[src/sv/vlpe_pkg.sv]
package vlpe_pkg;

    localparam int unsigned NumW     = 64;
    localparam int unsigned LenW     = 4;
    localparam int unsigned MaxLen   = 10;
    localparam int unsigned BitsPerL = 7;
    localparam int unsigned CodeW    = 8 * MaxLen;
    localparam int unsigned FifoDepth = 2;

    typedef struct packed {
        logic [NumW-1:0] number;
        logic [LenW-1:0] len;
    } vlpe_item_t;

    // smallest n in 1..9 with v < 2^(7n)-1, else 10
    function automatic logic [LenW-1:0] vlpe_length(input logic [NumW-1:0] v);
        logic [LenW-1:0] n;
        logic [NumW-1:0] lim;
        n = LenW'(MaxLen);
        for (int i = MaxLen - 1; i >= 1; i--) begin
            lim = (NumW'(1) << (BitsPerL * i)) - NumW'(1);
            if (v < lim) begin
                n = LenW'(i);
            end
        end
        return n;
    endfunction

endpackage

[src/sv/vlpe_front.sv]
module vlpe_front (
    input  logic                      s_valid,
    output logic                      s_ready,
    input  logic [63:0]               s_number_in,
    input  logic                      q_full,
    output logic                      q_push,
    output vlpe_pkg::vlpe_item_t      q_item
);
    import vlpe_pkg::*;

    // classify: pick the encoded length, queue value and length
    assign s_ready       = !q_full;
    assign q_push        = s_valid && !q_full;
    assign q_item.number = s_number_in;
    assign q_item.len    = vlpe_length(s_number_in);

endmodule

[src/sv/vlpe_fifo.sv]
module vlpe_fifo (
    input  logic                 aclk,
    input  logic                 aresetn,
    input  logic                 push,
    input  vlpe_pkg::vlpe_item_t push_item,
    output logic                 full,
    input  logic                 pop,
    output logic                 not_empty,
    output vlpe_pkg::vlpe_item_t head_item
);
    import vlpe_pkg::*;

    localparam int unsigned PtrW = $clog2(FifoDepth);
    localparam int unsigned CntW = $clog2(FifoDepth + 1);

    vlpe_item_t          slot_reg [FifoDepth];
    logic [PtrW-1:0]     wr_ptr_reg, wr_ptr_next;
    logic [PtrW-1:0]     rd_ptr_reg, rd_ptr_next;
    logic [CntW-1:0]     count_reg, count_next;

    assign full      = (count_reg == CntW'(FifoDepth));
    assign not_empty = (count_reg != '0);
    assign head_item = slot_reg[rd_ptr_reg];

    always_comb begin
        wr_ptr_next = wr_ptr_reg;
        rd_ptr_next = rd_ptr_reg;
        count_next  = count_reg;
        if (push) begin
            wr_ptr_next = (wr_ptr_reg == PtrW'(FifoDepth - 1)) ? '0 : wr_ptr_reg + PtrW'(1);
        end
        if (pop) begin
            rd_ptr_next = (rd_ptr_reg == PtrW'(FifoDepth - 1)) ? '0 : rd_ptr_reg + PtrW'(1);
        end
        if (push && !pop) begin
            count_next = count_reg + CntW'(1);
        end else if (pop && !push) begin
            count_next = count_reg - CntW'(1);
        end
    end

    always_ff @(posedge aclk) begin
        if (!aresetn) begin
            wr_ptr_reg <= '0;
            rd_ptr_reg <= '0;
            count_reg  <= '0;
        end else begin
            wr_ptr_reg <= wr_ptr_next;
            rd_ptr_reg <= rd_ptr_next;
            count_reg  <= count_next;
        end
    end

    always_ff @(posedge aclk) begin
        if (push) begin
            slot_reg[wr_ptr_reg] <= push_item;
        end
    end

endmodule

[src/sv/vlpe_back.sv]
module vlpe_back (
    input  logic                 aclk,
    input  logic                 aresetn,
    input  logic                 q_not_empty,
    input  vlpe_pkg::vlpe_item_t q_item,
    output logic                 q_pop,
    output logic                 m_valid,
    input  logic                 m_ready,
    output logic [7:0]           m_code_byte,
    output logic                 m_last_byte
);
    import vlpe_pkg::*;

    localparam int unsigned PosW = $clog2(CodeW);

    logic                 active_reg, active_next;
    logic [NumW-1:0]      number_reg;
    logic [LenW-1:0]      idx_reg, idx_next;
    logic [LenW-1:0]      mark_byte_reg;
    logic [2:0]           mark_bit_reg;
    logic                 out_valid_reg, out_valid_next;
    logic [7:0]           out_byte_reg;
    logic                 out_last_reg;

    logic                 out_free;
    logic                 emit;
    logic                 load;
    logic [CodeW-1:0]     data_ext;
    logic [7:0]           cur_byte;
    logic [PosW-1:0]      mark_pos;

    assign out_free = !out_valid_reg || m_ready;
    assign emit     = active_reg && out_free;
    assign load     = q_not_empty && (!active_reg || (emit && idx_reg == '0));
    assign q_pop    = load;

    // marker sits at bit 7n of the code word
    assign mark_pos = {q_item.len, 3'b000} - PosW'(q_item.len);

    assign data_ext = {{(CodeW - NumW){1'b0}}, number_reg};
    always_comb begin
        cur_byte = data_ext[{idx_reg, 3'b000} +: 8];
        if (idx_reg == mark_byte_reg) begin
            cur_byte = cur_byte | (8'd1 << mark_bit_reg);
        end
    end

    always_comb begin
        active_next    = active_reg;
        idx_next       = idx_reg;
        out_valid_next = out_valid_reg && !m_ready;
        if (emit) begin
            out_valid_next = 1'b1;
            idx_next       = idx_reg - LenW'(1);
            if (idx_reg == '0) begin
                active_next = 1'b0;
            end
        end
        if (load) begin
            active_next = 1'b1;
            idx_next    = q_item.len - LenW'(1);
        end
    end

    always_ff @(posedge aclk) begin
        if (!aresetn) begin
            active_reg    <= 1'b0;
            out_valid_reg <= 1'b0;
        end else begin
            active_reg    <= active_next;
            out_valid_reg <= out_valid_next;
        end
    end

    always_ff @(posedge aclk) begin
        idx_reg <= idx_next;
        if (load) begin
            number_reg    <= q_item.number;
            mark_byte_reg <= mark_pos[PosW-1:3];
            mark_bit_reg  <= mark_pos[2:0];
        end
        if (emit) begin
            out_byte_reg <= cur_byte;
            out_last_reg <= (idx_reg == '0);
        end
    end

    assign m_valid     = out_valid_reg;
    assign m_code_byte = out_byte_reg;
    assign m_last_byte = out_last_reg;

endmodule

[src/sv/vint_length_prefixed_encoder_core.sv]
// Length-prefixed variable-length integer encoder.
// Input channel (s_valid/s_ready/s_number_in): one 64-bit unsigned value per
// request. Output channel (m_valid/m_ready/m_code_byte/m_last_byte): the
// encoding, one byte per request, most significant byte first; m_last_byte
// flags the final byte of each value. A value takes n = 1..10 bytes.
// Path: length classify -> 2-entry queue -> byte emitter -> output register.
// Throughput: one output byte per cycle while m_ready is high; the byte
// emitter is the bottleneck, the front takes new values as long as the
// queue has room, so input is taken while the emitter is still busy on
// earlier values.
// Receiver stall: the output register holds its byte, the emitter stops,
// the queue fills and s_ready drops once it holds two values.
// Reset (aresetn, synchronous, active low) empties the queue, drops the
// emitter and the output valid; no values are in flight afterwards.
module vint_length_prefixed_encoder_core (
    input  logic        aclk,
    input  logic        aresetn,
    input  logic        s_valid,
    output logic        s_ready,
    input  logic [63:0] s_number_in,
    output logic        m_valid,
    input  logic        m_ready,
    output logic [7:0]  m_code_byte,
    output logic        m_last_byte
);
    import vlpe_pkg::*;

    vlpe_item_t push_item;
    vlpe_item_t head_item;
    logic       q_full;
    logic       q_push;
    logic       q_pop;
    logic       q_not_empty;

    // front: take value, compute length
    vlpe_front u_front (
        .s_valid     (s_valid),
        .s_ready     (s_ready),
        .s_number_in (s_number_in),
        .q_full      (q_full),
        .q_push      (q_push),
        .q_item      (push_item)
    );

    // decoupling queue between classify and emit
    vlpe_fifo u_fifo (
        .aclk      (aclk),
        .aresetn   (aresetn),
        .push      (q_push),
        .push_item (push_item),
        .full      (q_full),
        .pop       (q_pop),
        .not_empty (q_not_empty),
        .head_item (head_item)
    );

    // back: byte-serial emitter with output register
    vlpe_back u_back (
        .aclk        (aclk),
        .aresetn     (aresetn),
        .q_not_empty (q_not_empty),
        .q_item      (head_item),
        .q_pop       (q_pop),
        .m_valid     (m_valid),
        .m_ready     (m_ready),
        .m_code_byte (m_code_byte),
        .m_last_byte (m_last_byte)
    );

endmodule

[config.mk]
export PLATFORM = sky130hd
export DESIGN_NAME = vint_length_prefixed_encoder_core
export DESIGN_NICKNAME = d
export VERILOG_FILES = /design/src/sv/vlpe_pkg.sv /design/src/sv/vlpe_front.sv /design/src/sv/vlpe_fifo.sv /design/src/sv/vlpe_back.sv /design/src/sv/vint_length_prefixed_encoder_core.sv
export SDC_FILE = /design/constraint.sdc
export NUM_CORES = 1
export LEC_CHECK = 0
export CAP_MARGIN = 25
export CELL_PAD_IN_SITES_DETAIL_PLACEMENT = 1
export CELL_PAD_IN_SITES_GLOBAL_PLACEMENT = 2
export CORE_ASPECT_RATIO = 1.5
export CORE_MARGIN = 2
export CORE_UTILIZATION = 42
export CTS_CLUSTER_DIAMETER = 100
export DETAILED_ROUTE_END_ITERATION = 10
export DONT_BUFFER_PORTS = 1
export PLACE_DENSITY = 0.75
export SLEW_MARGIN = 20
export SYNTH_ARGS = -nofsm -noshare
export SYNTH_HDL_FRONTEND = slang
export SYNTH_SLANG_ARGS = --single-unit
export TNS_END_PERCENT = 1
[constraint.sdc]
create_clock -name aclk -period 4.15 [get_ports aclk]
set_input_delay 0.6225 -clock aclk [delete_from_list [all_inputs] [get_ports aclk]]
set_output_delay 0.6225 -clock aclk [all_outputs]
set_load 0.02 [all_outputs]
# After elaboration in Yosys (flattened, before gate mapping)
# Memory sizes are Yosys's and may differ from the RTL's. A register that Yosys moved wholly into a read port is not among the register bits.
# Index checks and enable logic that the tools add are counted.
# totals
mem_count	1
ff_bits	90
wordCells	78
ramBits	136
# classes
muxes	24
reduce_logical	21
add_sub_neg	7
n_shift	2
n_eq_ne	2
n_bitwise	1
n_lt_le_gt_ge	9
# memory_table
name	depth	width	rd	rd_ports_with_merged_regs	write_ports	line_no	text
u_fifo.slot_reg	2	68	1	1	1	vlpe_fifo.sv:16	vlpe_item_t slot_reg [FifoDepth];
# op_table
operator	n
$shiftx 80x8->8	1
$lt 64x14->1 const B	1
$lt 64x21->1 const B	1
$lt 64x28->1 const B	1
$lt 64x35->1 const B	1
$lt 64x42->1 const B	1
$lt 64x49->1 const B	1
$lt 64x56->1 const B	1
$lt 64x63->1 const B	1
$lt 64x7->1 const B	1
$mux 4	9
$mux 1	10
$mux 2	4
$mux 8	1
$or 8x8->8	1
$reduce_bool 2->1	4
$shl 1x3->8 const A	1
$sub 4x1->4 const B	2
$logic_and 1x1->1	7
$sub 7x4->7	1
$logic_not 1->1	6
$eq 4x4->1	1
$logic_not 4->1	1
$add 1x1->1 const B	2
5 further kinds	6

# Longest topological paths before layout
# logic_depth
depth_word	10
depth_mapped	8

# Cells and area by module
# From an unflattened synthesis, not the netlist that was laid out.
# hier_totals
hier_cells	583
area_unflattened_um2	9758.1
# modules_own_cells
module	instances	seq_area_each_um2	area_per_inst_um2	cells_each
vlpe_fifo	1	4184.0	5216.3	234
vlpe_back	1	2562.5	3598.5	208
vlpe_front	1	0.0	943.4	141

# Worst setup path before layout
# Ideal clock, no wire load.
# synth_path
kind	reg2reg
startpoint	register u_fifo.count_reg[0]
endpoint	memory u_fifo.slot_reg[0][0] in the netlist's numbering (enable)
t_arrival_ps	3707
path_buffers	0
setup_time_ps	496
path_stages_with_launch	4
setup_slack_ps	-53
path_cell_list	dfxtp_1 -> nand2b_1 -> nand2_1 -> nor2_1
# synth_via
elab_chain_cells	5
# synth_rtl
item	line_no	text
start, declared	vlpe_fifo.sv:19	logic [CntW-1:0] count_reg, count_next;
start signal, assigned	vlpe_fifo.sv:50	count_reg <= count_next;
$eq 2x2->1	vlpe_fifo.sv:21	assign full = (count_reg == CntW'(FifoDepth));
$logic_not 1->1	--	
named net s_ready	vint_length_prefixed_encoder_core.sv:19	output logic s_ready,
$logic_and 1x1->1	vlpe_front.sv:13	assign q_push = s_valid && !q_full;
$mux 1	vlpe_fifo.sv:55	if (push) begin
$mux 1 (not written as such)	vlpe_fifo.sv:56	slot_reg[wr_ptr_reg] <= push_item;
end, declared	vlpe_fifo.sv:16	
# The timed path passes the listed nets, and every way through them passes these cells.

# Final worst setup path
# layout_path
startpoint	register u_back.idx_reg[1]
endpoint	register u_back.number_reg[54] (enable)
# layout_via
elab_chain_cells	4
# layout_rtl
item	line_no	text
start, declared	vlpe_back.sv:18	logic [LenW-1:0] idx_reg, idx_next;
start signal, assigned	vlpe_back.sv:76	idx_reg <= idx_next;
$logic_not 4->1	vlpe_back.sv:34	assign load = q_not_empty && (!active_reg || (emit && idx_reg == '0));
$logic_and 1x1->1	vlpe_back.sv:34	
$logic_or 1x1->1	vlpe_back.sv:34	
$logic_and 1x1->1	vlpe_back.sv:34	
named net q_pop	vint_length_prefixed_encoder_core.sv:32	logic q_pop;
end signal, assigned	vlpe_back.sv:78	number_reg <= q_item.number;
end, declared	vlpe_back.sv:17	logic [NumW-1:0] number_reg;
# The timed path passes the listed nets, and every way through them passes these cells.
# A chain may end at the register's enable or synchronous reset.

==> results.py <==
metrics = {
    "clock_tree": {
        "hold_buffers": 0,
        "cts_tree": "done",
        "cts_htree_levels": 1,
        "clock-sinks": 227,
        "insertion_delay_ps": 510,
        "cts_buffer_depth": 3,
        "cts_setup_buffers": 0,
        "cts_buffers": 22,
        "path_clk_slew_ps": 60,
        "cts-root-buf": "clkbuf_16",
        "ctsResizeCount": 0,
    },
    "critical_path": {
        "cp.required_ps": 4340,
        "path_max_fanout": 38,
        "startpoint_type": "flip-flop",
        "critical_path_arrival_ps": 3230,
        "endpoint_kind": "flip-flop",
        "crit_type": "flip-flop to flip-flop",
    },
    "timing": {
        "fmax_mhz": 329.4,
        "tightest_slew_ps": 1006,
        "max_slew_margin_pct": 32.91,
        "setup_tns_ps": 0,
        "finalSetupViolCount": 0,
        "hold_violations": 0,
        "rsz0062_at_grt": "false",
        "slew_violations": 0,
        "skew_ps": 18.54,
        "min_period_over_period_pct": 73.16,
        "min_period_ps": 3036,
    },
    "yosys": {
        "ys_ff_latch": 227,
        "yosysWarnings": 0,
        "synthAdderAreaFrac_pct": 0.5566,
        "ys.flop_type": "edfxtp_1",
        "synth-xor-area-share_pct": 1.266,
        "synth_mux_area_share_pct": 13.47,
        "synth.distinct_cells": 47,
        "ys_seq_area_share_pct": 75.02,
        "synth_compound_area_share_pct": 2.560,
        "synth_edf_count": 220,
        "syn_area_um2": 8992,
        "postSynthAreaPerCell_um2": 18.58,
        "synth_top_family_by_area": "multiplexers",
        "syn-num-nets": 556,
        "synthCells": 484,
        "yosys.area_share.simple_pct": 6.192,
        "async_flop_share_pct": 0,
    },
    "floorplan": {
        "ios": 79,
        "dieArea_um2": 22620,
        "die_x_um": 123.5,
        "core_um2": 21060,
        "die_h_um": 183.2,
        "rows": 65,
        "initial_core_util_pct": 42.69,
    },
    "final_layout": {
        "utilization_pct": 47.51,
        "nFillCells": 1950,
        "final_common_cell": "edfxtp_1",
        "drive_gt1_share_pct": 25.63,
        "finalNonFillerCells": 783,
        "area_growth_pct": 11.30,
        "mostFrequentLayoutCells": "edfxtp_1 (220), mux2_2 (64), clkbuf_16 (23)",
        "n_antenna_cell": 0,
        "nNetsFinal": 572,
        "largest_register_ffs": 136,
        "fin_area_um2": 10010,
    },
    "power_and_ir_drop": {
        "p_leak_uw": 0.003198,
        "max-vdd-ir-drop_mv": 0.3698,
        "power_density_nw_per_um2": 726.3,
        "power.total_uw": 7270,
    },
    "route": {
        "firstDrtPassIters": 4,
        "final_antenna_net_count": 0,
        "drcViolationCount": 0,
        "wl_um": 18720,
        "viasPerCell": 5.527,
        "via_count": 4328,
        "initialDrtViolationCount": 367,
        "wl_per_cell_um": 23.91,
    },
    "placement": {
        "gp_congestion": 0.7759,
        "placed_area_um2": 9334,
        "dp_cells": 744,
        "dp.final_hpwl_um": 13120,
        "port_buffers": 0,
    },
    "global_route": {
        "grt_pass1_wl_um": 28350,
        "grt_start_max_net_pins": 70,
        "grt_pass1_vias": 4619,
        "antenna_found_initial": 0,
        "grt.overflow.total": 0,
        "grt_util_all_layers_pct": 17.08,
    },
    "run_status": {
        "status": "finished, final reports clean",
    },
    "min_path": {
        "hold_class": "input port to flip-flop",
    },
    "flow_run": {
        "maxCapViolCount": 0,
    },
}
[cells in the mapped netlist, types with 6 or more instances]
library cell / instances / area (µm²)
o22ai_1: 6 / 37.54
mux4_2: 16 / 360.4
edfxtp_1: 220 / 6606
nor4_1: 13 / 81.33
inv_1: 6 / 22.52
mux2_2: 64 / 720.7
xor2_1: 8 / 70.07
nand2_1: 13 / 48.80
nand3_1: 12 / 60.06
nand4_1: 12 / 75.07
nor2_1: 12 / 45.04
dfxtp_1: 7 / 140.1
nor3_1: 8 / 40.04
clkbuf_1: 11 / 41.29
mux2i_1: 13 / 130.1
[layer usage]
metal	part of all wire (%)	track usage, %
met5	0	0
met4	2.5	5.364
met3	3.9	2.923
met2	54	30.13
met1	39	21.14
[critical path, stage by stage, from the launching register on]
cell and delay (ps):
edfxtp_1 760, or4_4 680, o21ai_4 190, o21ai_4 130
inv_2 600, buf_12 310
[path summary, 6_finish.rpt]
check | from | endpoint | slack (ps) | cells after the start
worst max register to register | u_back.idx_reg[1] | u_back.number_reg[54] | 1110 | 5
worst min-delay path | s_number_in[7] | u_fifo.slot_reg[1][11] | 200 | 0
worst min register to register | u_fifo.slot_reg[1][24] | u_back.number_reg[20] | 550 | 1
worst max-delay path | u_back.idx_reg[1] | u_back.number_reg[54] | 1110 | 5
[layout make-up]
cell class,count,area [µm²],area share (%)
clock buffers,30,601.8,6.013
well taps,268,335.3,3.350
multi-input cells,237,2171,21.69
flip-flops and latches,227,6748,67.42
inverters,6,22.52,0.2250
repair buffers,6,57.56,0.5751
clock inverters,9,72.57,0.7251
[cells by family after synthesis]
family | after synthesis
adder cells (fa/ha/maj) | 4
multiplexers | 93
AND/OR/NAND/NOR | 95
AO/OA/AOI/OAI | 32
buffers and inverters | 20
flip-flops | 227
XOR/XNOR | 13
[through the flow]
step / hold WS [ps] / setup slack (ps)
2_1_floorplan: 523.2 / 711.8
3_3_place_gp: 530.9 / 1237
3_5_place_dp: 539.4 / 1107
4_1_cts: 180.7 / 1094
5_1_grt: 185.9 / 989.7
6_report: 199.9 / 1114
[report_power, final]
part           leakage, µW  total (µW)  internal (µW)  switching [µW]
registers          0.00212        3670           3320             353
clock network     0.000327        1890           1080             811
logic             0.000755        1700            766             938
total              0.00320        7270           5170            2100
Power figures use the tool's default switching activity.
